## config.mk

```make
export PLATFORM = sky130hd
export DESIGN_NAME = lphs_hash
export DESIGN_NICKNAME = d
export VERILOG_FILES = /design/src/lphs_pkg.sv /design/src/lphs_hash.sv
export SDC_FILE = /design/constraint.sdc
export NUM_CORES = 1
export LEC_CHECK = 0
export ABC_CLOCK_PERIOD_IN_PS = 800
export BUFFER_PORTS_ARGS = -buffer_cell sky130_fd_sc_hd__buf_2
export CORE_UTILIZATION = 35
export DETAILED_ROUTE_END_ITERATION = 7
export HOLD_SLACK_MARGIN = 0.03
export PLACE_DENSITY = 0.69
export SETUP_SLACK_MARGIN = 0.05
export SKIP_LAST_GASP = 1
export SYNTH_ARGS = -nofsm -noshare
export SYNTH_HDL_FRONTEND = slang
export SYNTH_SLANG_ARGS = --single-unit
```

## constraint.sdc

```tcl
create_clock -name clock -period 0.8 [get_ports clock]
set_input_delay 0 -clock clock [delete_from_list [all_inputs] [get_ports clock]]
set_output_delay 0 -clock clock [all_outputs]
set_load 0.02 [all_outputs]
```

## src/lphs_pkg.sv

```systemverilog
package lphs_pkg;

   localparam int TABLE_SLOTS = 1024;
   localparam int IDX_W = $clog2(TABLE_SLOTS);
   localparam int REM_W = IDX_W + 2;
   localparam int KEY_W = 32;

   localparam logic [IDX_W-1:0] LAST_SLOT = IDX_W'(TABLE_SLOTS - 1);
   localparam logic [REM_W-1:0] SLOTS_REM = REM_W'(TABLE_SLOTS);
   localparam logic [REM_W-1:0] SLOTS2_REM = REM_W'(2 * TABLE_SLOTS);
   localparam logic [KEY_W-1:0] HASH_RECIP = KEY_W'(64'h1_0000_0000 / 64'(TABLE_SLOTS));
   localparam logic [KEY_W-1:0] SLOTS_KEY = KEY_W'(TABLE_SLOTS);

   typedef enum logic [1:0] {
      OP_INSERT = 2'd0,
      OP_ERASE  = 2'd1,
      OP_COUNT  = 2'd2,
      OP_CLEAR  = 2'd3
   } op_type;

   typedef enum logic [1:0] {
      MARK_DEAD   = 2'd0,
      MARK_FILLED = 2'd1,
      MARK_EMPTY  = 2'd2
   } mark_type;

   typedef struct packed {
      op_type           opcode;
      logic [KEY_W-1:0] key;
   } req_type;

   typedef struct packed {
      logic hit;
      logic table_full;
   } rsp_type;

   typedef struct packed {
      logic             mark_en;
      logic             value_en;
      logic [IDX_W-1:0] addr;
      mark_type         mark;
      logic [KEY_W-1:0] value;
   } wr_type;

   typedef struct packed {
      logic    valid;
      rsp_type data;
   } done_type;

   function automatic logic [IDX_W-1:0] next_slot(input logic [IDX_W-1:0] pos);
      logic [IDX_W-1:0] nxt;
      nxt = (pos == LAST_SLOT) ? '0 : pos + 1'b1;
      return nxt;
   endfunction

endpackage

```

## src/lphs_hash.sv

```systemverilog
module lphs_hash (
   input  logic                            clock,
   input  logic                            reset,
   input  logic                            start,
   input  logic [lphs_pkg::KEY_W-1:0]      key,
   output logic                            done,
   output logic [lphs_pkg::IDX_W-1:0]      home
);

   logic                         v1_ff, v2_ff, v3_ff;
   logic [lphs_pkg::KEY_W-1:0]   key1_ff, key2_ff;
   logic [lphs_pkg::KEY_W-1:0]   quot_ff, quot_in;
   logic [lphs_pkg::KEY_W-1:0]   qn_ff, qn_in;
   logic [lphs_pkg::IDX_W-1:0]   home_ff, home_in;
   logic [2*lphs_pkg::KEY_W-1:0] prod;
   logic [2*lphs_pkg::KEY_W-1:0] prod_qn;
   logic [lphs_pkg::KEY_W-1:0]   diff;
   logic [lphs_pkg::REM_W-1:0]   rem;

   always_comb begin
      prod    = 64'(key) * 64'(lphs_pkg::HASH_RECIP);
      quot_in = prod[2*lphs_pkg::KEY_W-1:lphs_pkg::KEY_W];
      prod_qn = 64'(quot_ff) * 64'(lphs_pkg::SLOTS_KEY);
      qn_in   = prod_qn[lphs_pkg::KEY_W-1:0];
      diff    = key2_ff - qn_ff;
      rem     = diff[lphs_pkg::REM_W-1:0];
      if (rem >= lphs_pkg::SLOTS2_REM) begin
         rem = rem - lphs_pkg::SLOTS2_REM;
      end else if (rem >= lphs_pkg::SLOTS_REM) begin
         rem = rem - lphs_pkg::SLOTS_REM;
      end
      home_in = rem[lphs_pkg::IDX_W-1:0];
   end

   always_ff @(posedge clock) begin
      if (reset) begin
         v1_ff <= 1'b0;
         v2_ff <= 1'b0;
         v3_ff <= 1'b0;
      end else begin
         v1_ff <= start;
         v2_ff <= v1_ff;
         v3_ff <= v2_ff;
      end
      quot_ff <= quot_in;
      key1_ff <= key;
      qn_ff   <= qn_in;
      key2_ff <= key1_ff;
      home_ff <= home_in;
   end

   assign done = v3_ff;
   assign home = home_ff;

endmodule

```

Word level (Yosys, flattened, before mapping)
Index checks and enable logic that the tools add are counted.
{"block": "word_totals", "output_inout_bits": 11, "reg_bits": 41, "input_bits": 35, "elab_cells": 15}
{"block": "classes", "mux": 2, "add_sub_neg": 3, "n_lt_le_gt_ge": 2}
{"operator": "$mux 10", "count": 2}
{"operator": "$sub 10x1->10 const B", "count": 2}
{"operator": "$ge 12x11->1 const B", "count": 1}
{"operator": "$ge 12x12->1 const B", "count": 1}
{"operator": "$sub 12x12->12", "count": 1}

Depth between registers and ports, before layout
Gate-level depths: netlist of run 1.
{"block": "logic_depth", "depth_word": 4, "depth_mapped": 1, "mapped_depth_nobuf": 1}

Worst setup path after synthesis of run 1
No wires, ideal clock.
{"block": "synth_path", "path_type": "reg2reg", "start": "register v2_ff", "end": "register v3_ff (netlist: done)", "path_stages_with_launch": 2, "t_arrival_ps": 376, "t_required_ps": 686, "path_slack_ps": 310, "path_buffers": 0, "setup_ps": 114, "synth_period_minus_slack_ps": 490, "path_cell_list": "dfxtp_1 > nor2b_1"}
{"element": "start: declaration", "line": "lphs_hash.sv:10", "rtl": "logic v1_ff, v2_ff, v3_ff;"}
{"element": "start signal: assignment", "line": "lphs_hash.sv:42", "rtl": "v2_ff <= v1_ff;"}
{"element": "end signal: assignment", "line": "lphs_hash.sv:43", "rtl": "v3_ff <= v2_ff;"}
{"element": "end: declaration", "line": "lphs_hash.sv:10"}
No word-level cell between the ends.

Worst setup path after layout of run 1
{"block": "layout_path", "start": "register home_ff (netlist bit home[5])", "end": "output home[5] (netlist bit)"}
{"element": "start: declaration", "line": "lphs_hash.sv:14", "rtl": "logic [lphs_pkg::IDX_W-1:0] home_ff, home_in;"}
{"element": "start signal: assignment", "line": "lphs_hash.sv:49", "rtl": "home_ff <= home_in;"}
{"element": "end: declaration", "line": "lphs_hash.sv:7", "rtl": "output logic [lphs_pkg::IDX_W-1:0] home"}
No word-level cell between the ends.

==> run summary, run 1 <==
number of library cell types mapped by synthesis - 2
data required time at the worst endpoint - 0.80 ns
pre-CTS setup slack - 0.2879 ns
Arrival @ worst endpoint - 0.77 ns
antenna diode instance count - 0
Layout Utilization - 0.6312
drt pass-1 iters - 2
buffers plus inverters on the worst setup path - 1
worst r2r path cells - 1
# Post-CTS Setup Buffers - 0
f_max - 1303 MHz
DRC marker count from the first detailed-route iteration - 2
maximum root-to-sink buffer count - 2
ratio of final minimum period to clock period - 0.9593
number of sinks handled by clock tree synthesis - 33
power consumption - 3.183 mW
transition time at the pin with the least slew margin - 0.09656 ns
share of flip-flops with an asynchronous set or reset - 0
Tot GR Track Use - 0.1261
# IOs - 46
Warnings, synthesis - 0
worst-path maximum fanout - 1
# Max-Cap Violations - 0
register clock-pin slew on the reported worst setup and hold paths - 0.10 ns
Hold Crit Class - input port to register
Vias - 390
start point of the worst hold path - key[2]
Clock Skews - 0.004966 ns
buffer type at the clock tree root - sky130_fd_sc_hd__clkbuf_4
most instantiated flip-flop cell in the synthesis netlist - sky130_fd_sc_hd__dfxtp_1
GR Overflow Total - 0
TritonCTS clock tree - yes
area inside the core boundary - 0.001764 mm²
Slowest Stage Delay on Critical Path - 0.33 ns
number of standard cells in the final layout excluding fillers - 104
Rel. slew slack - 0.9355
wire length of the first global-routing pass - 1580 µm
die boundary width - 46.06 µm
Cells after Synth - 36
fill cell instance count of the final layout - 141
unrepaired setup endpoints after global routing - yes
area fraction of the dominant cell type after synthesis - 0.9724
RD Place Congestion - 0.5161
pin count of the biggest net entering global routing - 11
library cell with the largest summed area after synthesis - sky130_fd_sc_hd__dfxtp_1
die outline height - 46.06 µm
run status - finished clean
leakage power summed over all cells - 0.4945 nW
type of element launching the critical path - register
synthesized area - 679.4 µm²
area of all placed cells without fillers - 0.001114 mm²
number of DRC violations after detailed routing - 0
number of cells on the critical path - 1
top-count cell post-synth - sky130_fd_sc_hd__dfxtp_1
power density relative to cell area - 2858 mW/mm²
Net count, final - 113
Critical Path Start - home[5]
number of antenna-violating nets in the routed design - 0
initial antenna violation count - 0
delay-heaviest family, CP - flip-flops
vias in the first global route - 397
number of synthesized flops with an enable pin - 0
total clock buffers created by CTS - 5
number of placement rows - 15
critical path start-end classification - register to output port
register area share after synthesis - 0.9724
number of nets in the synthesized netlist - 71
H-Tree Depth - 2
number of setup violations in the final report - 0
post-placement cell count - 84
initial core utilization - 0.3851
total wirelength of the detailed-routed design - 1058 µm
post-route setup slack - 0.03255 ns
minimum clock period after layout - 0.7675 ns
register bit total from synthesis - 33
top cells by instance count after synthesis - sky130_fd_sc_hd__dfxtp_1, sky130_fd_sc_hd__nor2b_1
Die Footprint - 0.002122 mm²
number of pins exceeding their max-slew limit in the final report - 0
total of buffers placed on input and output ports - 23
Hold Path Stages - 2
routed vias/inst - 3.750
Worst Hold Margin - 0.3114 ns
final routed wire length divided by cell count - 10.17 µm
fraction of layout cells with a size suffix above 1 - 0.5190
area of placed instances - 825.8 µm²
slowest library cell on the worst path - sky130_fd_sc_hd__dfxtp_2
startpoint of the lowest-slack register-to-register path - v1_ff
category of the worst setup path capture point - output port
final hold violation count - 0
maximum vdd drop - 1.500 mV
syn avg cell area - 18.87 µm²
clock latency at the later pin of the worst-skew pair - 0.31 ns
cells along the critical path - buf_6
most area-consuming cells after synthesis - sky130_fd_sc_hd__dfxtp_1, sky130_fd_sc_hd__nor2b_1
Sum Neg Setup Slack - 0 ns
Layout Area Growth over Synthesis - 63.90%
## worst paths after layout
check                           slack (ns)    endpoint
worst max register to register        0.26       v2_ff
worst min register to register        0.33     home[8]
worst min-delay path                  0.31  key1_ff[2]
worst max-delay path                  0.03     home[5]
## cell type report
type | instances | area, µm² | share of cell area
flip-flops and latches | 33 | 674.4 | 0.6056
repair buffers | 35 | 304.0 | 0.2730
clock buffers | 7 | 55.05 | 0.04944
well taps | 25 | 31.28 | 0.02809
clock inverters | 1 | 30.03 | 0.02697
multi-input cells | 3 | 18.77 | 0.01685
## where the power goes
group	total, mW	switching [mW]	leakage (nW)	internal (mW)
clock	1.25	0.503	0.0455	0.746
sequential	1.76	0.0248	0.278	1.73
combinational	0.175	0.0631	0.171	0.112
## flip-flops by register name, summed over array words and instances (netlist names)
name     flops
key1_ff     10
done         1
v2_ff        1
v1_ff        1
key2_ff     10
home        10
## per-layer routing
| layer | track usage | vias to the layer above | part of all wire |
|---|---|---|---|
| li1 | - | 193 | - |
| met1 | 0.08374 | 177 | 0.36 |
| met2 | 0.2169 | 20 | 0.57 |
| met3 | 0.1216 | 0 | 0.070 |
| met4 | 0.07059 | 0 | 0 |
| met5 | 0 | - | 0 |
## timing repair
action,4_1_cts,5_1_grt
gates resized for setup,33,0
cloned,0,0
pin swaps,0,0
hold endpoints to repair,13,0
hold buffers,12,0
setup endpoints to repair,11,11
## layout by cell type (no fill, tap or decap)
cell and instances:
sky130_fd_sc_hd__dfxtp_1 22, sky130_fd_sc_hd__dlygate4sd3_1 12, sky130_fd_sc_hd__buf_2 12, sky130_fd_sc_hd__dfxtp_2 11, sky130_fd_sc_hd__buf_6 11, sky130_fd_sc_hd__clkbuf_4 5
sky130_fd_sc_hd__nor2b_1 3, sky130_fd_sc_hd__bufinv_16 1, sky130_fd_sc_hd__clkbuf_8 1, sky130_fd_sc_hd__clkbuf_1 1
## cells by family after synthesis
family,Yosys count,synth area share
simple gates,3,0.02763
flops,33,0.9724
Power figures use the tool's default switching activity.
==> inputs of run 2 (changes only) <==
--- a/config.mk
+++ b/config.mk
@@ -10,6 +10,7 @@
 export CORE_UTILIZATION = 35
 export DETAILED_ROUTE_END_ITERATION = 7
 export HOLD_SLACK_MARGIN = 0.03
+export MAX_ROUTING_LAYER = met4
 export PLACE_DENSITY = 0.69
 export SETUP_SLACK_MARGIN = 0.05
 export SKIP_LAST_GASP = 1
==> run 2 against run 1 <==
Against the previous run: clock skew about the same; hold slack about the same; sequential share of layout area unchanged; utilization unchanged; final cell count unchanged; critical path type unchanged; critical endpoint unchanged.
==> run summary, run 2 (synthesized netlist as in run 1, its figures left out) <==
Layout Utilization - 0.6312 (unchanged)
power density relative to cell area - 2858 mW/mm² (about the same)
area of all placed cells without fillers - 0.001114 mm² (unchanged)
leading cell type in the layout, fill and taps excluded - sky130_fd_sc_hd__dfxtp_1 (unchanged)
# Max-Cap Violations - 0 (unchanged)
RD Place Congestion - 0.5167 (was 0.5161)
number of sinks handled by clock tree synthesis - 33 (unchanged)
Net count, final - 113 (unchanged)
buffers plus inverters on the worst setup path - 1 (unchanged)
slowest library cell on the worst path - sky130_fd_sc_hd__dfxtp_2 (unchanged)
maximum root-to-sink buffer count - 2 (unchanged)
Vias - 392 (was 390)
f_max - 1303 MHz (about the same)
area inside the core boundary - 0.001764 mm² (unchanged)
final routed wire length divided by cell count - 10.16 µm (was 10.17 µm)
clock latency at the later pin of the worst-skew pair - 0.31 ns (about the same)
total wirelength of the detailed-routed design - 1057 µm (was 1058 µm)
leakage power summed over all cells - 0.4945 nW (unchanged)
most crowded layer after global routing - met2 (unchanged)
wire length of the first global-routing pass - 1580 µm (unchanged)
Clock Skews - 0.004965 ns (was 0.004966 ns)
unrepaired setup endpoints after global routing - yes (unchanged)
worst-path maximum fanout - 1 (unchanged)
Layout Area Growth over Synthesis - 63.90% (unchanged)
met3 layer usage reported by global route - 0.1216 (unchanged)
number of antenna-violating nets in the routed design - 0 (unchanged)
die outline height - 46.06 µm (unchanged)
Rel. slew slack - 0.9355 (unchanged)
number of setup violations in the final report - 0 (unchanged)
Slowest Stage Delay on Critical Path - 0.33 ns (about the same)
initial core utilization - 0.3851 (unchanged)
drt pass-1 iters - 2 (unchanged)
TritonCTS clock tree - yes (unchanged)
minimum clock period after layout - 0.7674 ns (was 0.7675 ns)
total clock buffers created by CTS - 5 (unchanged)
pin count of the biggest net entering global routing - 11 (unchanged)
transition time at the pin with the least slew margin - 0.09656 ns (unchanged)
die boundary width - 46.06 µm (unchanged)
category of the worst setup path capture point - output port (unchanged)
critical path start-end classification - register to output port (unchanged)
DRC marker count from the first detailed-route iteration - 2 (unchanged)
total of buffers placed on input and output ports - 23 (unchanged)
Tot GR Track Use - 0.1298 (was 0.1261)
Sum Neg Setup Slack - 0 ns (unchanged)
type of element launching the critical path - register (unchanged)
# IOs - 46 (unchanged)
GR Overflow Total - 0 (unchanged)
global-route track usage on met2 - 0.2169 (unchanged)
met1 routing resource usage after global routing - 0.08374 (unchanged)
buffer type at the clock tree root - sky130_fd_sc_hd__clkbuf_4 (unchanged)
vias in the first global route - 396 (was 397)
power consumption - 3.183 mW (about the same)
final hold violation count - 0 (unchanged)
delay-heaviest family, CP - flip-flops (unchanged)
ratio of final minimum period to clock period - 0.9593 (about the same)
Hold Crit Class - input port to register (unchanged)
# Post-CTS Setup Buffers - 0 (unchanged)
antenna diode instance count - 0 (unchanged)
number of DRC violations after detailed routing - 0 (unchanged)
Die Footprint - 0.002122 mm² (unchanged)
number of pins exceeding their max-slew limit in the final report - 0 (unchanged)
data required time at the worst endpoint - 0.80 ns (about the same)
cells along the critical path - buf_6 (unchanged)
H-Tree Depth - 2 (unchanged)
Arrival @ worst endpoint - 0.77 ns (about the same)
commonest cells after routing, fill and taps aside - sky130_fd_sc_hd__dfxtp_1, sky130_fd_sc_hd__dlygate4sd3_1, sky130_fd_sc_hd__buf_2 (unchanged)
area of placed instances - 825.8 µm² (unchanged)
routed vias/inst - 3.769 (was 3.750)
number of placement rows - 15 (unchanged)
maximum vdd drop - 1.500 mV (unchanged)
run status - finished clean (unchanged)
initial antenna violation count - 0 (unchanged)
fraction of layout cells with a size suffix above 1 - 0.5190 (unchanged)
register clock-pin slew on the reported worst setup and hold paths - 0.10 ns (about the same)
==> run 2: stage by stage <==
stage          worst slack, ns  hold slack [ns]  cells
2_1_floorplan           0.3105          0.02772     36
6_report               0.03256           0.3114    104
5_1_grt               -0.02030           0.2878    104
4_1_cts                0.01140           0.3003    104
3_3_place_gp            0.3004           0.1025     84
3_5_place_dp            0.2879           0.1046     84
==> run 2: power by group <==
| group | leakage [nW] | total (mW) | switching [mW] | internal (mW) |
|---|---|---|---|---|
| Clock | 0.0455 | 1.25 | 0.503 | 0.746 |
| Sequential | 0.278 | 1.76 | 0.0248 | 1.73 |
| Combinational | 0.171 | 0.175 | 0.0631 | 0.112 |
| Total | 0.494 | 3.18 | 0.591 | 2.59 |
==> run 2: routing by layer <==
metal,part of all wire,vias up
met1,0.36,177
met4,0.0057,0
li1,-,193
met2,0.56,20
met3,0.068,2
met5,0,-
==> run 2: layout make-up <==
| type | count | area [µm²] |
|---|---|---|
| Tap cell | 25 | 31.28 |
| Clock buffer | 7 | 55.05 |
| Sequential cell | 33 | 674.4 |
| Timing Repair Buffer | 35 | 304.0 |
| Multi-Input combinational cell | 3 | 18.77 |
| Fill cell | 141 | 650.6 |
| Clock inverter | 1 | 30.03 |
==> run 2: path summary, 6_finish.rpt <==
path | startpoint | slack, ns | cells past startpoint | end
worst max-delay path | home[5] | 0.03 | 1 | home[5]
worst min register to register | key2_ff[8] | 0.33 | 0 | home[8]
worst max register to register | v1_ff | 0.26 | 1 | v2_ff
worst min-delay path | key[2] | 0.31 | 2 | key1_ff[2]
==> run 2: timing repair <==
| action | CTS | global route |
|---|---|---|
| endpoints found under the setup margin | 11 | 11 |
| hold buffers | 12 | 0 |
| resized for setup | 33 | 0 |
| endpoints found under the hold margin | 13 | 0 |
