[src/lphs_pkg.sv]
package lphs_pkg;

   localparam int TABLE_SLOTS = 1024;
   localparam int IDX_W = $clog2(TABLE_SLOTS);
   localparam int REM_W = IDX_W + 2;
   localparam int KEY_W = 32;

   localparam logic [IDX_W-1:0] LAST_SLOT = IDX_W'(TABLE_SLOTS - 1);
   localparam logic [REM_W-1:0] SLOTS_REM = REM_W'(TABLE_SLOTS);
   localparam logic [REM_W-1:0] SLOTS2_REM = REM_W'(2 * TABLE_SLOTS);
   localparam logic [KEY_W-1:0] HASH_RECIP = KEY_W'(64'h1_0000_0000 / 64'(TABLE_SLOTS));
   localparam logic [KEY_W-1:0] SLOTS_KEY = KEY_W'(TABLE_SLOTS);

   typedef enum logic [1:0] {
      OP_INSERT = 2'd0,
      OP_ERASE  = 2'd1,
      OP_COUNT  = 2'd2,
      OP_CLEAR  = 2'd3
   } op_type;

   typedef enum logic [1:0] {
      MARK_DEAD   = 2'd0,
      MARK_FILLED = 2'd1,
      MARK_EMPTY  = 2'd2
   } mark_type;

   typedef struct packed {
      op_type           opcode;
      logic [KEY_W-1:0] key;
   } req_type;

   typedef struct packed {
      logic hit;
      logic table_full;
   } rsp_type;

   typedef struct packed {
      logic             mark_en;
      logic             value_en;
      logic [IDX_W-1:0] addr;
      mark_type         mark;
      logic [KEY_W-1:0] value;
   } wr_type;

   typedef struct packed {
      logic    valid;
      rsp_type data;
   } done_type;

   function automatic logic [IDX_W-1:0] next_slot(input logic [IDX_W-1:0] pos);
      logic [IDX_W-1:0] nxt;
      nxt = (pos == LAST_SLOT) ? '0 : pos + 1'b1;
      return nxt;
   endfunction

endpackage

[src/lphs_ctrl.sv]
module lphs_ctrl (
   input  logic                          clock,
   input  logic                          reset,
   input  logic                          req_valid,
   output logic                          req_stall,
   input  lphs_pkg::req_type             req_data,
   input  logic                          out_free,
   output logic                          hash_start,
   input  logic                          hash_done,
   input  logic [lphs_pkg::IDX_W-1:0]    hash_home,
   output lphs_pkg::wr_type              wr,
   output logic [lphs_pkg::IDX_W-1:0]    rd_addr,
   input  lphs_pkg::mark_type            rd_mark,
   input  logic [lphs_pkg::KEY_W-1:0]    rd_value,
   output lphs_pkg::done_type            done
);

   typedef enum logic [3:0] {
      ST_SWEEP = 4'b0001,
      ST_IDLE  = 4'b0010,
      ST_HASH  = 4'b0100,
      ST_PROBE = 4'b1000
   } state_type;

   state_type                  state_ff, state_in;
   lphs_pkg::op_type           op_ff, op_in;
   logic [lphs_pkg::KEY_W-1:0] key_ff, key_in;
   logic [lphs_pkg::IDX_W-1:0] pos_ff, pos_in;
   logic [lphs_pkg::IDX_W-1:0] cnt_ff, cnt_in;
   logic [lphs_pkg::IDX_W-1:0] free_ff, free_in;
   logic                       have_free_ff, have_free_in;
   logic                       report_ff, report_in;

   logic                       accept;
   logic                       is_filled, is_empty, match, last;
   logic                       free_any;
   logic [lphs_pkg::IDX_W-1:0] free_pos;

   assign req_stall = !((state_ff == ST_IDLE) && out_free);
   assign accept    = req_valid && !req_stall;

   always_comb begin
      is_filled = (rd_mark == lphs_pkg::MARK_FILLED);
      is_empty  = (rd_mark == lphs_pkg::MARK_EMPTY);
      match     = is_filled && (rd_value == key_ff);
      last      = (cnt_ff == lphs_pkg::LAST_SLOT);
      free_any  = have_free_ff || !is_filled;
      free_pos  = have_free_ff ? free_ff : pos_ff;
   end

   always_comb begin
      state_in     = state_ff;
      op_in        = op_ff;
      key_in       = key_ff;
      pos_in       = pos_ff;
      cnt_in       = cnt_ff;
      free_in      = free_ff;
      have_free_in = have_free_ff;
      report_in    = report_ff;
      hash_start   = 1'b0;
      rd_addr      = lphs_pkg::next_slot(pos_ff);
      wr           = '{mark_en: 1'b0, value_en: 1'b0, addr: pos_ff,
                       mark: lphs_pkg::MARK_EMPTY, value: key_ff};
      done         = '0;

      unique case (state_ff)
         ST_SWEEP: begin
            wr.mark_en = 1'b1;
            wr.mark    = lphs_pkg::MARK_EMPTY;
            pos_in     = lphs_pkg::next_slot(pos_ff);
            if (pos_ff == lphs_pkg::LAST_SLOT) begin
               state_in   = ST_IDLE;
               done.valid = report_ff;
               report_in  = 1'b0;
            end
         end
         ST_IDLE: begin
            if (accept) begin
               op_in  = req_data.opcode;
               key_in = req_data.key;
               if (req_data.opcode == lphs_pkg::OP_CLEAR) begin
                  state_in  = ST_SWEEP;
                  pos_in    = '0;
                  report_in = 1'b1;
               end else begin
                  state_in   = ST_HASH;
                  hash_start = 1'b1;
               end
            end
         end
         ST_HASH: begin
            if (hash_done) begin
               rd_addr      = hash_home;
               pos_in       = hash_home;
               cnt_in       = '0;
               have_free_in = 1'b0;
               state_in     = ST_PROBE;
            end
         end
         ST_PROBE: begin
            pos_in = lphs_pkg::next_slot(pos_ff);
            cnt_in = cnt_ff + 1'b1;
            if (op_ff == lphs_pkg::OP_INSERT) begin
               if (match) begin
                  done.valid = 1'b1;
                  state_in   = ST_IDLE;
               end else if (is_empty || last) begin
                  done.valid = 1'b1;
                  state_in   = ST_IDLE;
                  if (free_any) begin
                     wr.mark_en    = 1'b1;
                     wr.value_en   = 1'b1;
                     wr.addr       = free_pos;
                     wr.mark       = lphs_pkg::MARK_FILLED;
                     done.data.hit = 1'b1;
                  end else begin
                     done.data.table_full = 1'b1;
                  end
               end else if (!have_free_ff && !is_filled) begin
                  have_free_in = 1'b1;
                  free_in      = pos_ff;
               end
            end else begin
               if (match) begin
                  done.valid    = 1'b1;
                  done.data.hit = 1'b1;
                  state_in      = ST_IDLE;
                  if (op_ff == lphs_pkg::OP_ERASE) begin
                     wr.mark_en = 1'b1;
                     wr.mark    = lphs_pkg::MARK_DEAD;
                  end
               end else if (is_empty || last) begin
                  done.valid = 1'b1;
                  state_in   = ST_IDLE;
               end
            end
         end
         default: begin
            state_in = ST_SWEEP;
            pos_in   = '0;
         end
      endcase
   end

   always_ff @(posedge clock) begin
      if (reset) begin
         state_ff     <= ST_SWEEP;
         pos_ff       <= '0;
         report_ff    <= 1'b0;
         have_free_ff <= 1'b0;
      end else begin
         state_ff     <= state_in;
         pos_ff       <= pos_in;
         report_ff    <= report_in;
         have_free_ff <= have_free_in;
      end
      op_ff   <= op_in;
      key_ff  <= key_in;
      cnt_ff  <= cnt_in;
      free_ff <= free_in;
   end

`ifndef ASSERT_OFF
   a_state_onehot: assert property (@(posedge clock) disable iff (reset)
      $onehot(state_ff))
      else $error("state register not one-hot");

   a_hash_in_hash: assert property (@(posedge clock) disable iff (reset)
      hash_done |-> state_ff == ST_HASH)
      else $error("hash result outside hash wait");

   a_probe_write_addr: assert property (@(posedge clock) disable iff (reset)
      (wr.mark_en && state_ff == ST_PROBE) |->
         (wr.addr == pos_ff) || (have_free_ff && wr.addr == free_ff))
      else $error("probe write to a slot not visited");

   a_full_insert_only: assert property (@(posedge clock) disable iff (reset)
      (done.valid && done.data.table_full) |->
         (op_ff == lphs_pkg::OP_INSERT) && !done.data.hit && !wr.mark_en)
      else $error("table_full on a non-insert or with a write");
`endif

endmodule
[config.mk]
export PLATFORM = sky130hd
export DESIGN_NAME = lphs_ctrl
export DESIGN_NICKNAME = d
export VERILOG_FILES = /design/src/lphs_pkg.sv /design/src/lphs_ctrl.sv
export SDC_FILE = /design/constraint.sdc
export NUM_CORES = 1
export LEC_CHECK = 0
export BUFFER_PORTS_ARGS = -buffer_cell sky130_fd_sc_hd__buf_2
export CORE_UTILIZATION = 46
export CTS_BUF_LIST = sky130_fd_sc_hd__clkbuf_2 sky130_fd_sc_hd__clkbuf_4 sky130_fd_sc_hd__clkbuf_8
export CTS_CLUSTER_SIZE = 12
export DETAILED_ROUTE_END_ITERATION = 12
export PLACE_DENSITY_LB_ADDON = 0.25
export SYNTH_ARGS = -nofsm -noshare
export SYNTH_HDL_FRONTEND = slang
export SYNTH_SLANG_ARGS = --single-unit
[constraint.sdc]
create_clock -name clock -period 4.39 [get_ports clock]
set_input_delay 0.439 -clock clock [delete_from_list [all_inputs] [get_ports clock]]
set_output_delay 0.439 -clock clock [all_outputs]
set_load 0.1 [all_outputs]
Word level (Yosys, flattened, before mapping) --
Index checks and enable logic that the tools add are counted.
Word-level totals: register bits 70, input bits 83, word-level logic and storage cells 108
Operators by class: reductions and logical operators 20, add/subtract/negate cells 2, muxes and demuxes 56, bitwise logic cells 2, equality and inequality tests 20
Operators by type and width (count):
- $mux W10 | 8
- $mux W14 | 3
- $eq A32 B32 Y1 | 1
- $pmux W10 S3 | 1
- $mux W1 | 22
- $mux W11 | 2
- $add A10 B1 Y10 const B | 2
- $eq A10 B10 Y1 const B | 2
- $mux W4 | 5
- $pmux W10 S2 | 1
- $pmux W4 S4 | 1
- $mux W2 | 7
- $ne A2 B2 Y1 const B | 7
- $pmux W1 S2 | 4
- $reduce_and A4 Y1 | 2
- $mux W3 | 2
- $reduce_and A6 Y1 | 1
- $reduce_and A5 Y1 | 1
- $eq A2 B1 Y1 const B | 2
- $eq A2 B2 Y1 const B | 2
- $eq A4 B1 Y1 const B | 1
- $eq A4 B2 Y1 const B | 1
- $eq A4 B3 Y1 const B | 1
- $eq A4 B4 Y1 const B | 1
- other kinds (11) | 20

Longest topological paths before layout --
Gate-level depths: netlist (run 1).
depth after elaboration 8, depth in mapped cells 8, gate-level depth less buffers 7

Worst setup path after synthesis (run 1) --
No wires, ideal clock.
path kind reg-to-output, start point register state_ff[1], end point output hash_start, data arrival time 5018 ps, buffers on the path 0, slack -1067 ps, stages on the path, launching flop included 4, cell sequence dfxtp_1 > nand2b_1 > nor4_1 > and2_1
On the way: word-level cells in the longest chain between the ends 5
RTL lines:
- start: declaration | RTL line lphs_ctrl.sv:25 | state_type state_ff, state_in;
- start signal: assignment | RTL line lphs_ctrl.sv:152 | state_ff <= state_in;
- $eq A4 B2 Y1 (*) | RTL line lphs_ctrl.sv:39, lphs_ctrl.sv:66
- $logic_and A1 B1 Y1 | RTL line lphs_ctrl.sv:39 | assign req_stall = !((state_ff == ST_IDLE) && out_free);
- $logic_and A1 B1 Y1 | RTL line lphs_ctrl.sv:40 | assign accept = req_valid && !req_stall;
- $mux W1 | RTL line lphs_ctrl.sv:78 | if (accept) begin
- $mux W1 (*) | RTL line lphs_ctrl.sv:66 | unique case (state_ff)
- end: declaration | RTL line lphs_ctrl.sv:8 | output logic hash_start,
Mark *: on every way between the ends. The rest lies on a longest branch, timed or not.

==> key figures, run 1 <==
GRT
  – Initial antenna violation count: 0
  – Global-route wire length before repair: 14400 um
  – Total grt overflow: 0
  – Vias in the first global route: 2867
  – GRT Total Usage: 0.228
  – Largest net degree at the start of global routing: 37

STA
  – Final Slew Violations: 0
  – Max-Slew Margin vs Limit: 0.453
  – Crit path time final: 3090 ps
  – Setup violators final: 0
  – Min Hold Slack: 250 ps
  – Fmax: between 300 and 400 MHz
  – Setup_tns: 0 ps
  – Final hold vios: 0
  – RSZ-0062 raised after global routing: false
  – Fin crit share: 0.703
  – Slew @ Worst Pin: 809 ps
  – Clock skew: roughly 16 ps

Detailed routing
  – Vias: 3012
  – Antenna-violating nets left: 0
  – WL per Instance: 15.6 um
  – Initial DRC count: 195
  – Vias/cell: 5.24
  – 1st-pass router iterations: 4
  – DRC Markers: 0
  – Routed WL: between 8000 and 9000 um

Power and ir drop
  – Leakage power: 0.00187 uW
  – Max IR drop VDD: 529 uV
  – Power Density: 412 mW/mm2

Critical path
  – Critical R2R Capture: cnt_ff[6]$_SDFFCE_PN0P_
  – R2R Setup Slk: 2100 ps
  – Critical Path Sink Type: output port
  – Worst EP required: 3950 ps
  – R2R depth: 4
  – CP Launch Type: register
  – Worst r2r src: state_ff[2]$_SDFFE_PP0P_
  – WP data arrival: 2650 ps
  – Kind of critical path: register to output port
  – Crit Path Max Fanout: 10

Clock network
  – Clock transition at the registers of the reported paths: around 80 ps
  – CTS Hold Buffers Added: 0
  – CTS buffer count: 9
  – Post-CTS sizing: 0
  – Postcts setup bufs: 0
  – Clock buffer depth: 2
  – Insertion delay to the later sink of the worst-skew pair: 360 ps
  – TritonCTS Sinks: 70
  – Clock root buffer: clkbuf_8
  – H-tree depth: 3
  – CTS tree: built

Layout
  – Fin area: 0.00467 mm2
  – Fill cells: 685
  – Layout cells sized above 1: 0.389
  – Layout Area Growth over Synthesis: 28.0%
  – Post-Layout Cell Count: 575
  – Antenna Cells: 0
  – Util after Layout: 0.608
  – Final nets: 553

Place
  – Post-place instance area: 0.00447 mm2
  – RD Place Congestion: 0.852
  – I/O Buffers: 143
  – DP HPWL: 6730 um
  – Placed Cells: 559

Synth
  – Top cell type's share of synthesized area: 0.444
  – Syn_area_per_cell: around 11 um2
  – Library cells used by synthesis: 53
  – Cells after synthesis: 322
  – Post-Syn Area: 0.00365 mm2
  – Number of synthesized flops with an enable pin: between 50 and 60
  – Most frequent cells after synthesis: 54 x edfxtp_1, 39 x xnor2_1, 36 x nor2_1
  – Area leader, netlist: edfxtp_1
  – Ys flop type: edfxtp_1
  – Post-synth ARST share: 0
  – Synth top area cells: edfxtp_1 44%, xnor2_1 9.4%, dfxtp_1 8.8%
  – Sequential area share after synthesis: 0.532
  – Most frequent cell after synthesis: edfxtp_1
  – Syn. warnings: 0
  – Syn nets: ~410
  – Yosys reg bits: 70

Floorplanning
  – Core area: 0.00769 mm2
  – Initial Utilization: 0.475
  – Die height: 91.1 um
  – Die width: 91.1 um
  – FP Rows: 32
  – Die area: 0.00829 mm2
  – IO Count: between 100 and 150

Worst hold path
  – Hold path depth: 1
  – Worst min-delay path class: primary input to register
  – Hold EP: key_ff[2]$_DFFE_PP_
  – Hold_sp: req_data[2]

Status
  – Status: finished, final reports clean

Flow run
  – Max-cap check violation count: 0
[placed cells by master (no fill, tap or decap), drive strengths merged, types with 8 or more instances in the layout]
cell type	n
a21oi	10
buf	146
clkbuf	12
dfxtp	16
edfxtp	54
mux2	13
nand2	18
nand3	13
nand4	18
nor2	38
o21ai	14
xnor2	39
xor2	8
[how the worst max path moves through the flow]
stage,endpoint,depth (start not counted),startpoint,slack [ps]
2_1_floorplan,wr[33],6,key_ff[12]$_DFFE_PP_,120
3_3_place_gp,wr[35],8,rd_value[4],1640
3_5_place_dp,wr[35],8,rd_value[30],1580
4_1_cts,wr[35],7,key_ff[30]$_DFFE_PP_,1300
5_1_grt,wr[35],7,key_ff[6]$_DFFE_PP_,1120
6_report,wr[35],7,key_ff[30]$_DFFE_PP_,1300
[state kept, by name (all words and copies together), names as in the netlist]
register	count
key_ff	32
free_ff	10
have_free_ff	1
report_ff	1
state_ff	4
op_ff	2
pos_ff	10
cnt_ff	10
[kinds of logic (layout without fill, tap and decap cells)]
family / count (synthesis) / count (layout) / share of synthesized area
flip-flops: 70 / 70 / 0.532
multiplexers: 13 / 13 / 0.0401
AND/OR/NAND/NOR: 122 / 122 / 0.192
adder cells (fa/ha/maj): 2 / 2 / 0.00686
AO/OA/AOI/OAI: 52 / 52 / 0.0953
XOR/XNOR: 47 / 47 / 0.113
buffers and inverters: 16 / 167 / 0.0213
[worst max-delay path: stages (launching register included)]
cell and delay (ps):
edfxtp_1 410, xnor2_1 260, nand4_1 170, nor4_1 300, nand3_1 230, nand4_4 250, mux2_2 380, buf_2 300
[layer usage]
layer | track usage | wire [um] | vias to the layer above
met5 | 0 | 0 | -
met1 | 0.303 | 4010 | 1400
met2 | 0.361 | 4200 | 105
li1 | - | - | 1493
met3 | 0.0528 | 584 | 14
met4 | 0.0860 | 172 | 0
[stage by stage]
stage	setup WS, ps	total power (uW)
3_5_place_dp	1580	1410
3_3_place_gp	1640	1400
6_report	1300	1930
4_1_cts	1300	1930
2_1_floorplan	118	1280
5_1_grt	1120	2000
[area by class of cell]
class,count,area (um2),share of cell area
flip-flops and latches,70,1940,0.416
clock inverters,4,46.3,0.00991
multi-input cells,236,1650,0.352
clock buffers,12,153,0.0327
inverters,5,18.8,0.00402
well taps,102,128,0.0273
repair buffers,146,738,0.158
[power breakdown]
group          leakage (uW)  total, uW  internal [uW]  switching [uW]
Clock              0.000101        527            288             239
Combinational       0.00117        618            156             462
Sequential         0.000604        780            737            43.2
No activity file was read; power rests on OpenSTA's default activity.
==> run 2, diff against run 1 <==
Settings changed: CORE_UTILIZATION 46 to 50.
Clock period 4.39 ns to 2.85 ns, I/O delays scaled along.
==> key figures, run 2 (synthesized netlist as in run 1, its figures left out) <==
STA
  – Slew @ Worst Pin: 767 ps (was 809 ps)
  – Setup violators final: 0 (unchanged)
  – Setup_tns: 0 ps (unchanged)
  – Fmax: 363 MHz
  – Final Slew Violations: 0 (unchanged)
  – Max-Slew Margin vs Limit: 0.482 (was 0.453)
  – Crit path time final: 2750 ps
  – Final hold vios: 0 (unchanged)
  – Clock skew: 11.0 ps (was 16.3 ps)
  – Fin crit share: 0.966

Floorplanning
  – Initial Utilization: 0.528 (was 0.475)
  – Die height: 87.4 um (was 91.1 um)
  – Die area: 0.00764 mm2 (was 0.00829 mm2)
  – Die width: 87.4 um (was 91.1 um)
  – FP Rows: 30 (was 32)
  – IO Count: 144 (unchanged)
  – Core area: 0.00691 mm2 (was 0.00769 mm2)

Clock network
  – CTS buffer count: 9 (unchanged)
  – H-tree depth: 3 (unchanged)
  – TritonCTS Sinks: 70 (unchanged)
  – Clock buffer depth: 2 (unchanged)
  – CTS Hold Buffers Added: 0 (unchanged)
  – Clock transition at the registers of the reported paths: 80 ps (about the same)
  – CTS tree: built (unchanged)
  – Insertion delay to the later sink of the worst-skew pair: 340 ps (was 360 ps)
  – Clock root buffer: clkbuf_8 (unchanged)

Detailed routing
  – Antenna-violating nets left: 0 (unchanged)
  – Routed wl met2: 4690 um (was 4200 um)
  – WL met1: 4080 um (was 4010 um)
  – Initial DRC count: 209 (was 195)
  – Vias: 3145 (was 3012)
  – Highest routed layer: met4 (unchanged)
  – Routed WL: 9540 um (was 8960 um)
  – WL per Instance: 16.6 um (was 15.6 um)
  – DRC Markers: 0 (unchanged)
  – Vias/cell: 5.47 (was 5.24)
  – 1st-pass router iterations: 4 (unchanged)
  – Met3 WL post-DR: 545 um (was 584 um)

Critical path
  – Crit Path Max Fanout: 5 (was 10)
  – R2R Setup Slk: 690 ps (was 2100 ps)
  – Critical Path Sink Type: output port (unchanged)
  – Worst r2r src: state_ff[2]$_SDFFE_PP0P_ (unchanged)
  – Critical R2R Capture: cnt_ff[6]$_SDFFCE_PN0P_ (unchanged)
  – WP data arrival: 2470 ps (was 2650 ps)
  – R2R depth: 3 (was 4)
  – CP Launch Type: register (unchanged)
  – Kind of critical path: register to output port (unchanged)
  – Worst EP required: 2570 ps (was 3950 ps)

Layout
  – Top reg by flops: key_ff (unchanged)
  – Fin area: 0.00509 mm2 (was 0.00467 mm2)
  – Layout Area Growth over Synthesis: 39.4% (was 28.0%)
  – Antenna Cells: 0 (unchanged)
  – Max reg flops: 32 (unchanged)
  – Fill cells: 497 (was 685)
  – Most frequent cells in the layout: 119 x buf_2, 54 x edfxtp_1, 36 x nor2_1 (was 143 x buf_2, 54 x edfxtp_1, 39 x xnor2_1)
  – Most common cell after layout, fill and taps aside: buf_2 (unchanged)
  – Final nets: 559 (was 553)
  – Layout cells sized above 1: 0.438 (was 0.389)

Power and ir drop
  – Power Density: 626 mW/mm2 (was 412 mW/mm2)
  – Leakage power: 0.00202 uW (was 0.00187 uW)
  – Comb pwr share: 0.355 (was 0.321)
  – Max IR drop VDD: 888 uV (was 529 uV)
  – Clk pwr share: 0.266 (was 0.274)
  – Sequential power share: 0.378 (was 0.405)
  – Design internal power: 2010 uW (was 1180 uW)
  – Sw power: 1170 uW (was 744 uW)
  – Sw Ratio: 0.369 (was 0.386)

Place
  – Post-place instance area: 0.00466 mm2 (was 0.00447 mm2)
  – RD Place Congestion: 0.831 (was 0.852)
  – I/O Buffers: 143 (unchanged)
  – DP HPWL: 6810 um (was 6730 um)

Worst hold path
  – Hold_sp: req_data[20] (was req_data[2])
  – Hold path depth: 1 (unchanged)
  – Worst min-delay path class: primary input to register (unchanged)
  – Hold EP: key_ff[20]$_DFFE_PP_ (was key_ff[2]$_DFFE_PP_)

GRT
  – GRT Total Usage: 0.254 (was 0.228)
  – Total grt overflow: 0 (unchanged)
  – Largest net degree at the start of global routing: 36 (was 37)
  – Global-route wire length before repair: 14500 um (was 14400 um)
  – Initial antenna violation count: 0 (unchanged)
  – Vias in the first global route: 2914 (was 2867)

Status
  – Status: finished, final reports clean (unchanged)

Flow run
  – Max-cap check violation count: 0 (unchanged)
==> run 2: worst max-delay path by stage <==
stage	startpoint	end	slack, ps	depth (start not counted)
2_1_floorplan	state_ff[0]$_SDFFE_PP1P_	rd_addr[2]	-150	5
3_3_place_gp	cnt_ff[0]$_SDFFCE_PN0P_	wr[35]	370	7
3_5_place_dp	key_ff[4]$_DFFE_PP_	wr[37]	320	7
4_1_cts	key_ff[4]$_DFFE_PP_	wr[37]	2	7
5_1_grt	key_ff[24]$_DFFE_PP_	wr[37]	-20	7
6_report	cnt_ff[0]$_SDFFCE_PN0P_	wr[44]	100	6
==> run 2: final cells by class <==
| cell class | count | area [um2] | share of cell area |
|---|---|---|---|
| clock buffers | 13 | 173 | 0.0339 |
| clock inverters | 3 | 41.3 | 0.00811 |
| inverters | 5 | 18.8 | 0.00369 |
| multi-input cells | 237 | 1780 | 0.350 |
| flip-flops and latches | 70 | 1940 | 0.382 |
| well taps | 96 | 120 | 0.0236 |
| repair buffers | 151 | 1010 | 0.199 |
==> run 2: routing by layer <==
metal / vias up / global-route usage
met5: - / 0
met2: 118 / 0.408
li1: 1504 / -
met4: 0 / 0.0939
met3: 20 / 0.0521
met1: 1503 / 0.340
==> run 2: critical path, cell delays in order, from the launching register on <==
cell	delay, ps
edfxtp_1	380
ha_1	190
and3_1	240
a32oi_2	160
nor2_2	330
o2111a_2	370
buf_2	460
==> run 2: power by group through the flow <==
stage          Combinational [uW]  Clock [uW]  Sequential (uW)
2_1_floorplan                 766           0             1220
3_3_place_gp                 1070           0             1220
3_5_place_dp                 1080           0             1220
4_1_cts                      1100         859             1200
5_1_grt                      1180         904             1220
6_report                     1130         848             1200
==> run 2: per-stage QoR <==
step	power, uW	hold slack, ps	utilization	instances	setup WS (ps)
after floorplan	1990	353	-	322	-155
after global placement	2290	462	0.675	554	374
after detailed placement	2310	463	0.675	554	323
after CTS	3160	97.1	0.716	571	2.31
after global routing	3300	96.0	0.737	575	-18.3
final	3180	116	0.737	575	97.6
==> run 2: timing repair <==
action,4_1_cts,5_1_grt
resized for setup,15,22
endpoints found under the setup margin,10,16
gates cloned,1,0
pin swaps,2,7
setup buffers,0,4
==> run 3, diff against run 2 <==
Settings changed: ABC_AREA from default to 1, CORE_MARGIN from default to 10, CORE_UTILIZATION 50 to 25.
==> key figures, run 3 <==
Status
  – Status: finished, final reports clean (unchanged)

STA
  – RSZ-0062 raised after global routing: false
  – Slew @ Worst Pin: 511 ps (was 767 ps)
  – Fin crit share: 0.919 (was 0.966)
  – Clock skew: 9.81 ps (was 11.0 ps)
  – Fmax: 382 MHz (was 363 MHz)
  – Crit path time final: 2620 ps (was 2750 ps)
  – Setup_tns: 0 ps (unchanged)
  – Final Slew Violations: 0 (unchanged)
  – Max-Slew Margin vs Limit: 0.660 (was 0.482)
  – Final hold vios: 0 (unchanged)
  – Setup violators final: 0 (unchanged)

Floorplanning
  – Die area: 0.0216 mm2 (was 0.00764 mm2)
  – Initial Utilization: 0.254 (was 0.528)
  – Die width: 147 um (was 87.4 um)
  – Core area: 0.0158 mm2 (was 0.00691 mm2)
  – FP Rows: 46 (was 30)
  – Die height: 147 um (was 87.4 um)
  – IO Count: 144 (unchanged)

Detailed routing
  – WL per Instance: 14.9 um (was 16.6 um)
  – Vias: 3800 (was 3145)
  – Initial DRC count: 164 (was 209)
  – 1st-pass router iterations: 4 (unchanged)
  – Routed WL: 13300 um (was 9540 um)
  – Antenna-violating nets left: 0 (unchanged)
  – DRC Markers: 0 (unchanged)
  – Vias/cell: 4.27 (was 5.47)

Synth
  – Cells after synthesis: 513 (was 322)
  – Post-Syn Area: 0.00403 mm2 (was 0.00365 mm2)
  – Post-synth ARST share: 0 (unchanged)
  – Ys flop type: edfxtp_1 (unchanged)
  – Area leader, netlist: edfxtp_1 (unchanged)
  – Syn_area_per_cell: 7.85 um2 (was 11.3 um2)
  – Number of synthesized flops with an enable pin: 54 (unchanged)
  – Synth top area cells: edfxtp_1 40%, nand2_1 12%, dfxtp_1 8.0% (was edfxtp_1 44%, xnor2_1 9.4%, dfxtp_1 8.8%)
  – Syn nets: 598 (was 407)
  – Most frequent cells after synthesis: 133 x nand2_1, 84 x inv_1, 55 x nor2_1 (was 54 x edfxtp_1, 39 x xnor2_1, 36 x nor2_1)
  – Most frequent cell after synthesis: nand2_1 (was edfxtp_1)
  – Library cells used by synthesis: 36 (was 53)
  – Top cell type's share of synthesized area: 0.403 (was 0.444)
  – Syn. warnings: 0 (unchanged)
  – Yosys reg bits: 70 (unchanged)
  – Sequential area share after synthesis: 0.482 (was 0.532)

Critical path
  – Critical Path Sink Type: output port (unchanged)
  – Worst EP required: 2570 ps (about the same)
  – WP data arrival: 2340 ps (was 2470 ps)
  – Top cell by count, worst path: nand2_1
  – Critical R2R Capture: pos_ff[2]$_SDFFE_PP0P_ (was cnt_ff[6]$_SDFFCE_PN0P_)
  – Worst r2r src: state_ff[2]$_SDFFE_PP0P_ (unchanged)
  – R2R Setup Slk: 770 ps (was 690 ps)
  – Worst setup path endpoint: wr[45] (was wr[44])
  – CP top delay family: simple AND/OR/NAND/NOR gates (unchanged)
  – Worst Path Buf+Inv: 1 (unchanged)
  – Kind of critical path: register to output port (unchanged)
  – Slowest CP cell: edfxtp_1 (was buf_2)
  – Peak per-stage delay on the critical path: 420 ps (was 460 ps)
  – CP startpoint: key_ff[20]$_DFFE_PP_ (was cnt_ff[0]$_SDFFCE_PN0P_)
  – CP Launch Type: register (unchanged)
  – R2R depth: 10 (was 3)
  – Cells along the critical path: xnor2_1 > nand2_1 > nor2_1 > nand2_1 > nor2_2 > nand3_4 > a21oi_1 > nand3_2 > nand2_4 > buf_12 (was ha_1 > and3_1 > a32oi_2 > nor2_2 > o2111a_2 > buf_2)
  – Worst path depth: 10 (was 6)
  – Crit Path Max Fanout: 6 (was 5)

Clock network
  – H-tree depth: 3 (unchanged)
  – Insertion delay to the later sink of the worst-skew pair: 360 ps (was 340 ps)
  – Clock buffer depth: 2 (unchanged)
  – CTS buffer count: 9 (unchanged)
  – CTS tree: built (unchanged)
  – Clock transition at the registers of the reported paths: 80 ps (about the same)
  – Clock root buffer: clkbuf_8 (unchanged)
  – TritonCTS Sinks: 70 (unchanged)

Layout
  – Final nets: 752 (was 559)
  – Multi-input logic area: 0.00186 mm2 (was 0.00178 mm2)
  – Most common cell after layout, fill and taps aside: nand2_1 (was buf_2)
  – Top reg by flops: key_ff (unchanged)
  – Layout cells sized above 1: 0.321 (was 0.438)
  – Fin area: 0.00566 mm2 (was 0.00509 mm2)
  – Post-Layout Cell Count: 889 (was 575)
  – Layout Area Growth over Synthesis: 40.4% (was 39.4%)
  – Max reg flops: 32 (unchanged)
  – Most frequent cells in the layout: 127 x nand2_1, 125 x buf_2, 83 x inv_1 (was 119 x buf_2, 54 x edfxtp_1, 36 x nor2_1)
  – Seq. cell area: 0.00194 mm2 (unchanged)
  – Fill cells: 1683 (was 497)

GRT
  – Initial antenna violation count: 0 (unchanged)
  – Global-route wire length before repair: 20500 um (was 14500 um)
  – Largest net degree at the start of global routing: 35 (was 36)
  – GRT Total Usage: 0.120 (was 0.254)
  – Vias in the first global route: 3895 (was 2914)
  – Total grt overflow: 0 (unchanged)

Worst hold path
  – Worst min-delay path class: primary input to register (unchanged)

Place
  – I/O Buffers: 143 (unchanged)
  – Post-place instance area: 0.00536 mm2 (was 0.00466 mm2)
  – Placed Cells: 868 (was 554)
  – DP HPWL: 10700 um (was 6810 um)
  – RD Place Congestion: 0.809 (was 0.831)

Power and ir drop
  – Max IR drop VDD: 581 uV (was 888 uV)
  – Leakage power: 0.00259 uW (was 0.00202 uW)
  – Power Density: 686 mW/mm2 (was 626 mW/mm2)
  – Total power: 3880 uW (was 3180 uW)

Flow run
  – Max-cap check violation count: 0 (unchanged)
-- run 3: layout make-up --
| type | instances | share of cell area |
|---|---|---|
| diodes | 1 | 0.000442 |
| clock inverters | 4 | 0.00774 |
| multi-input cells | 348 | 0.329 |
| well taps | 216 | 0.0478 |
| repair buffers | 150 | 0.184 |
| clock buffers | 12 | 0.0292 |
| flip-flops and latches | 70 | 0.343 |
| inverters | 88 | 0.0584 |
-- run 3: worst min-delay path by stage --
stage,start,end,slack (ps),cells past startpoint
2_1_floorplan,reset,have_free_ff$_SDFFE_PP0P_,350,1
5_1_grt,req_data[13],key_ff[13]$_DFFE_PP_,70,1
3_5_place_dp,req_data[27],key_ff[27]$_DFFE_PP_,460,1
6_report,req_data[21],key_ff[21]$_DFFE_PP_,100,1
3_3_place_gp,req_data[6],key_ff[6]$_DFFE_PP_,460,1
4_1_cts,req_data[10],key_ff[10]$_DFFE_PP_,70,1
-- run 3: where the power goes --
group	switching (uW)	leakage, uW	internal, uW	total, uW
logic	1230	0.00187	522	1750
clock network	384	0.000110	470	855
registers	89.9	0.000608	1180	1270
-- run 3: worst register-to-register path, cell delays in order (launching register included) --
cell     delay [ps]
dfxtp_1         350
inv_1           100
nand2_1          90
nor3_4          240
nand2_2         150
o21ai_2         180
nand2_2         110
nor2_4          250
inv_1           220
a21oi_1         200
a21oi_1          90
-- run 3: metrics by stage --
step	hold WS [ps]	setup WS [ps]	util
2_1_floorplan	354	-421	-
3_3_place_gp	462	403	0.339
3_5_place_dp	463	372	0.339
4_1_cts	69.5	19.7	0.353
5_1_grt	74.3	19.6	0.357
6_report	98.3	230	0.357
-- run 3: cells by family (layout without fill, tap and decap cells) --
group                    count (synthesis)  after routing  share of synthesized area
AO/OA/AOI/OAI                           67             67                     0.0913
XOR/XNOR                                16             16                     0.0348
adder cells (fa/ha/maj)                  2              2                    0.00621
buffers and inverters                   96            254                     0.0951
flip-flops                              70             70                      0.482
other                                    0              1                          0
AND/OR/NAND/NOR                        262            263                      0.290
-- run 3: metal layers --
| layer | global-route usage | vias to the layer above | part of all wire |
|---|---|---|---|
| met1 | 0.144 | 1680 | 0.45 |
| met4 | 0.0307 | 0 | 0.0093 |
| li1 | - | 1979 | - |
| met3 | 0.0464 | 7 | 0.085 |
| met5 | 0 | - | 0 |
| met2 | 0.196 | 134 | 0.46 |
-- run 3: repair_timing --
| item | 4_1_cts | 5_1_grt |
|---|---|---|
| hold buffers | 0 | 0 |
| resized for setup | 0 | 13 |
| gates cloned | 0 | 1 |
| setup buffers | 1 | 2 |
| pin swaps | 2 | 2 |
| endpoints found under the setup margin | 5 | 13 |
